==> src/design/tdp_pkg.sv <==
// Shared types for the trial-division prime tester: states, number class, command and status.
`timescale 1ns / 1ps
`default_nettype none

package tdp_pkg;

  // Controller states
  typedef enum logic [2:0] {
    ST_IDLE,
    ST_CLASSIFY,
    ST_DIVIDE,
    ST_CHECK,
    ST_FINISH
  } state_t;

  // Quick class of a loaded number before any division
  typedef enum logic [1:0] {
    CLS_COMPOSITE,
    CLS_PRIME,
    CLS_TEST
  } cls_t;

  // Commands from controller to datapath
  typedef struct packed {
    logic load;      // capture the number, set divisor to three
    logic div_init;  // start a division of the number by the divisor
    logic step;      // one restoring-division bit
    logic next_div;  // advance divisor to the next odd value
  } cmd_t;

  // Status from datapath to controller
  typedef struct packed {
    cls_t cls;             // class of the captured number
    logic div_last;        // current step is the last bit of the division
    logic bound_exceeded;  // divisor is above the quotient
    logic rem_zero;        // remainder of the finished division is zero
  } status_t;

endpackage

`default_nettype wire

==> src/design/tdp_ctrl.sv <==
// Controller of the prime tester: sequencing state machine and result output register.
`timescale 1ns / 1ps
`default_nettype none

module tdp_ctrl
  import tdp_pkg::*;
(
  input  wire logic    clk,
  input  wire logic    rst,
  input  wire logic    s_tvalid,
  output logic         s_tready,
  output logic         m_tvalid,
  input  wire logic    m_tready,
  output logic         m_flag,
  output cmd_t         cmd,
  input  wire status_t status
);

  state_t state;
  state_t state_next;
  logic   flag;
  logic   flag_next;
  logic   load_out;

  assign s_tready = (state == ST_IDLE);

  // State and verdict registers
  always_ff @(posedge clk) begin
    if (rst) begin
      state <= ST_IDLE;
    end else begin
      state <= state_next;
    end
    flag <= flag_next;
  end

  // Output register: hold the result until the transfer completes
  always_ff @(posedge clk) begin
    if (rst) begin
      m_tvalid <= 1'b0;
    end else if (load_out) begin
      m_tvalid <= 1'b1;
    end else if (m_tready) begin
      m_tvalid <= 1'b0;
    end
    if (load_out) begin
      m_flag <= flag;
    end
  end

  // Next state and commands
  always_comb begin
    state_next = state;
    flag_next  = flag;
    cmd        = '0;
    load_out   = 1'b0;
    case (state)
      ST_IDLE: begin
        if (s_tvalid) begin
          cmd.load   = 1'b1;
          state_next = ST_CLASSIFY;
        end
      end
      ST_CLASSIFY: begin
        case (status.cls)
          CLS_PRIME: begin
            flag_next  = 1'b1;
            state_next = ST_FINISH;
          end
          CLS_TEST: begin
            cmd.div_init = 1'b1;
            state_next   = ST_DIVIDE;
          end
          default: begin
            flag_next  = 1'b0;
            state_next = ST_FINISH;
          end
        endcase
      end
      ST_DIVIDE: begin
        cmd.step = 1'b1;
        if (status.div_last) begin
          state_next = ST_CHECK;
        end
      end
      ST_CHECK: begin
        if (status.bound_exceeded) begin
          flag_next  = 1'b1;
          state_next = ST_FINISH;
        end else if (status.rem_zero) begin
          flag_next  = 1'b0;
          state_next = ST_FINISH;
        end else begin
          cmd.next_div = 1'b1;
          cmd.div_init = 1'b1;
          state_next   = ST_DIVIDE;
        end
      end
      ST_FINISH: begin
        if (!m_tvalid || m_tready) begin
          load_out   = 1'b1;
          state_next = ST_IDLE;
        end
      end
      default: begin
        state_next = ST_IDLE;
      end
    endcase
  end

  // An accepted transfer is classified in the next cycle
  a_accept_classify: assert property (@(posedge clk) disable iff (rst)
    s_tvalid && s_tready |=> state == ST_CLASSIFY)
    else $error("accepted number not classified");

  // Load, division start and division step never overlap
  a_cmd_exclusive: assert property (@(posedge clk) disable iff (rst)
    $onehot0({cmd.load, cmd.div_init, cmd.step}))
    else $error("overlapping datapath commands");

  // A free output slot in the finish state yields a valid result
  a_finish_out: assert property (@(posedge clk) disable iff (rst)
    state == ST_FINISH && (!m_tvalid || m_tready) |=> m_tvalid && state == ST_IDLE)
    else $error("finished verdict not presented");

endmodule

`default_nettype wire

==> config.mk <==
export PLATFORM = sky130hd
export DESIGN_NAME = tdp_ctrl
export DESIGN_NICKNAME = d
export VERILOG_FILES = /design/src/design/tdp_pkg.sv /design/src/design/tdp_ctrl.sv
export SDC_FILE = /design/constraint.sdc
export NUM_CORES = 1
export LEC_CHECK = 0
export ABC_AREA = 1
export BUFFER_PORTS_ARGS = -buffer_cell sky130_fd_sc_hd__clkbuf_2
export CORE_AREA = 2 2 39 41
export CTS_CLUSTER_DIAMETER = 40
export DETAILED_ROUTE_END_ITERATION = 8
export DIE_AREA = 0 0 41 43
export GPL_TIMING_DRIVEN = 0
export PLACE_DENSITY = 0.56
export SETUP_SLACK_MARGIN = 0.2
export SLEW_MARGIN = 10
export SYNTH_ARGS = -nofsm -noshare
export SYNTH_HDL_FRONTEND = slang
export SYNTH_SLANG_ARGS = --single-unit
export TNS_END_PERCENT = 5
==> constraint.sdc <==
create_clock -name clk -period 1.1 [get_ports clk]
set_input_delay 0.11 -clock clk [delete_from_list [all_inputs] [get_ports clk]]
set_output_delay 0.11 -clock clk [all_outputs]
set_load 0.05 [all_outputs]
After elaboration in Yosys (flattened, before gate mapping). Cells that the tools add are included.

Eq/ne operators: 11. Mux-type cells: 23. Reduce and logical (&&, ||, !) cells: 7.

Operators by type and width (number): 2-to-1 mux 3 bit (6); case mux 3 bit (5 select lines) (1); 2-to-1 mux 1 bit (13); != test 2 bit (second input constant) (4); equality test 3 x 2 -> 1 bit (second input constant) (2); case mux 1 bit (2 select lines) (3); AND reduction 3 bit (2); nonzero test 2 bit (2); equality test 3 x 1 -> 1 bit (second input constant) (1); equality test 3 bit (second input constant) (1); zero test 3 bit (1); != test 3 bit (second input constant) (1); equality test 2 x 1 -> 1 bit (second input constant) (1); equality test 2 bit (second input constant) (1); zero test 1 bit (1); logical OR 1 bit (1).

Logic and storage cells: 45. Output and inout bits: 7. Register bits after elaboration: 6.

Longest topological paths before layout.
Word-level depth: 5. Mapped depth: 7. Mapped depth without buffers: 7.

Worst setup path after synthesis. No wires, ideal clock.

Path kind: register to output. Start: reg state[2]. End: out cmd[3] in the netlist's numbering. Required time: 0.990 ns. Cell stages (with the launch flop): 4. Buffers on the path: 0. Arrival: 1.655 ns. Slack: -0.665 ns. Cells stage by stage: dfxtp_1 -> nor2_1 -> inv_1 -> nor3_1.

RTL lines: start: declaration (RTL line tdp_ctrl.sv:19) `state_t state;`; start signal: assignment (RTL line tdp_ctrl.sv:32) `state <= state_next;`; end: declaration (RTL line tdp_ctrl.sv:15) `output cmd_t cmd,`.

==> reports/results.txt <==
Clock tree root driver cell: clkbuf_4. After synthesis, the cell types taking the most area are dfxtp_1 (24%), edfxtp_1 (18%), nor2_1 (13%), inv_1 (11%), nand2_1 (9.9%). Row generation in the floorplan step produced 14 rows. The start point of the critical path is state[2]. In this run the cell area of the synthesized design comes to 340 µm². Post-CTS clock slew at the launch and capture registers of the worst setup and hold paths: 0.05 ns.

TritonCTS built the clock tree. Setup violations remaining at the end of the flow were counted as 6. Number of DRC markers in iteration 0: 1. For this configuration, the core starts out at a cell density of 24.6%. The worst clock skew is 0.00492 ns, and the post-synthesis net count is 61.

Setup repair after global routing could not meet its margin everywhere. The final number of hold-violating endpoints is 0, and the final clock period utilization by the worst path is 113%. The run finished, with violations left. For the number of global-route vias before repair, the log shows 331. During placement, the flow inserted port buffers numbering 15. Cell area power density: 1200 nW/µm². The number of pins exceeding their max-slew limit in the final report was 0.

The share of the synthesized area in the top cell type was 23.5%. The worst hold path belongs to the class in -> reg. The worst path required time is 0.99 ns, and the number of antenna violations at the first check in global routing is 0.

The chip width is 41 µm, and the number of storage elements in the synthesis netlist is 6. The worst-case setup margin in the final layout is -0.148 ns. STA classifies the critical path startpoint as a register.

For this run, the total global-route usage over all layers was measured as 11.1%. Dividing the detail-routed via count by the number of cells gives 4.16. The sequential cell area fraction in the yosys report was 41.2%. The worst hold path begins at rst.

The start of the worst register-to-register path is state[2]. The final antenna-violating net count was 0; the share of the core filled with cells was 46.7%. The maximum number of buffers from clock root to sink was 2. Along the worst path, the maximum fanout reaches 3. Wires add up to 793 µm. At the later pin of the worst-skew pair, clock insertion delay measures 0.24 ns. Before CTS, the worst setup slack after placement is -0.110 ns.

The tools report the total via count in the routed design as 383. By instance count, the leading cell after synthesis is nor2_1. Cells with a size suffix above 1 make up 57.9% of the layout. The actual transition at the worst max-transition pin came out at 0.234 ns. The number of antenna diodes was 0.

The logs give 0.326 nW for the total leakage power and 801 MHz for the highest attainable clock frequency. The maximum number of pins on one net before global-route repair is 7. Counting the fill cells in the layout gives 144. For the number of primary I/O pins, the log shows 16.

The vertical die dimension was 43 µm. Synthesis produced a netlist whose cell count is 52. Share of synthesized flip-flops with an asynchronous set or reset: 0%. The synthesized design spends more area on one cell type than any other, namely dfxtp_1. The count of flip-flops with a built-in enable after synthesis was 2. The checks that failed: setup timing.

The clock drives 6 sinks. The area growth from synthesis to final layout works out to 90.1%. By count the netlist is led by nor2_1 (12), inv_1 (10), nand2_1 (9), nand3_1 (5), dfxtp_1 (4). For the worst setup path, the data arrival time is 1.14 ns. Wire length per cell after detailed routing: 8.62 µm. Measured in cells, the most critical reg-to-reg path has a length of 6. The worst hold path was traced through 2 stages. IR analysis of the VDD net gives a maximum drop of 434 µV. Measured against its own limit, the worst slew margin works out to 84.3%. In the synthesized netlist the dominant register cell turns out to be dfxtp_1. The mean instance size in the synthesized netlist works out to 6.54 µm². The number of search-and-repair iterations in the first detailed-routing pass is 2, and the level count of the clock H-tree is 1. Clock period minus worst slack: 1.25 ns.

In the routed design, unresolved DRC markers number 0. Routability-driven placement finished with a final weighted congestion of 0.732. The tool flagged a number of max-cap violations equal to 0. The finished cells cover 647 µm². The tools report the area of the core region as 1380 µm². Clock tree synthesis inserted a total of 3 buffers.

The tools report the wire length of the first global-routing pass as 1260 µm. Counting distinct cell types in the post-synthesis netlist gives 13. After legalization and detailed placement, the total HPWL measured 561 µm. The worst setup path is captured at a primary output. The Yosys step of the flow raised 0 warnings.

The placed instances occupy a cell area of 480 µm². The critical path is of the reg -> out type. After global routing the overflow that remains totals 0. The die covers 1760 µm². After the last flow step, the layout net total stands at 86.
-- routing by layer --
metal	share of wire (%)	up-vias	GRT usage, %
met5	0	-	0
met4	1.5	0	8.00
met3	3.3	2	3.14
met2	54	9	17.2
met1	41	167	12.1
li1	-	205	-
-- cell type report --
| type | instances | area [µm²] | share of cell area, % |
|---|---|---|---|
| clock buffers | 4 | 26.3 | 4.06 |
| flip-flops and latches | 6 | 150 | 23.2 |
| inverters | 13 | 52.6 | 8.12 |
| multi-input cells | 33 | 206 | 31.9 |
| repair buffers | 20 | 191 | 29.6 |
| well taps | 16 | 20.0 | 3.09 |
-- power breakdown --
group	switching [mW]	internal, mW
combinational	0.174	0.116
clock	0.0818	0.138
sequential	0.0183	0.248
total	0.274	0.502
-- worst max-delay path: stages (launching register included) --
cell	delay [ns]
dfxtp_4	0.35
inv_2	0.06
nand2_4	0.05
nor2_4	0.11
nand2_4	0.08
clkinvlp_4	0.08
clkbuf_16	0.15
-- sequential cells by signal, indices dropped and copies added (netlist names) --
| signal | flops |
|---|---|
| flag | 1 |
| m_flag | 1 |
| m_tvalid | 1 |
| state | 3 |
-- repair_timing --
action / 4_1_cts / 5_1_grt
buffers inserted: 2 / 3
pin swaps: 6 / 2
resized for setup: 22 / 8
endpoints found under the setup margin: 14 / 13
hold endpoints to repair: 0 / 0
hold buffers: 0 / 0
-- kinds of logic after synthesis --
| kind of cell | share of synthesized area, % |
|---|---|
| buffers and inverters | 14.3 |
| and+or+nand+nor | 40.8 |
| AOI/OAI and AO/OA | 3.68 |
| DFF | 41.2 |
-- per-stage QoR --
stage	hold slack [ns]	TNS [ns]	cells	power [mW]
2_1_floorplan	0.175	-0.000667	52	0.448
3_3_place_gp	0.335	-0.217	83	0.492
3_5_place_dp	0.338	-0.209	83	0.496
4_1_cts	0.0758	-0.742	89	0.767
5_1_grt	0.0988	-0.942	92	0.822
6_report	0.0837	-0.560	92	0.776
-- path summary, 6_finish.rpt --
path / endpoint / slack [ns]
worst max-delay path: cmd[0] / -0.15
worst min-delay path: m_tvalid / 0.08
worst max register to register: flag / -0.01
worst min register to register: m_flag / 0.42
-- placed cells by master, fill, tap and decap left out, types with 2 or more instances in the layout --
master / n
nor2_2: 2
nor2_1: 8
inv_1: 6
edfxtp_1: 2
dfxtp_2: 2
dfxtp_4: 2
nor2_4: 3
nand2_1: 8
nand3_1: 5
buf_8: 5
inv_2: 6
clkbuf_4: 3
nand2_4: 2
buf_4: 5
clkbuf_2: 8
No activity file was read; power rests on OpenSTA's default activity.
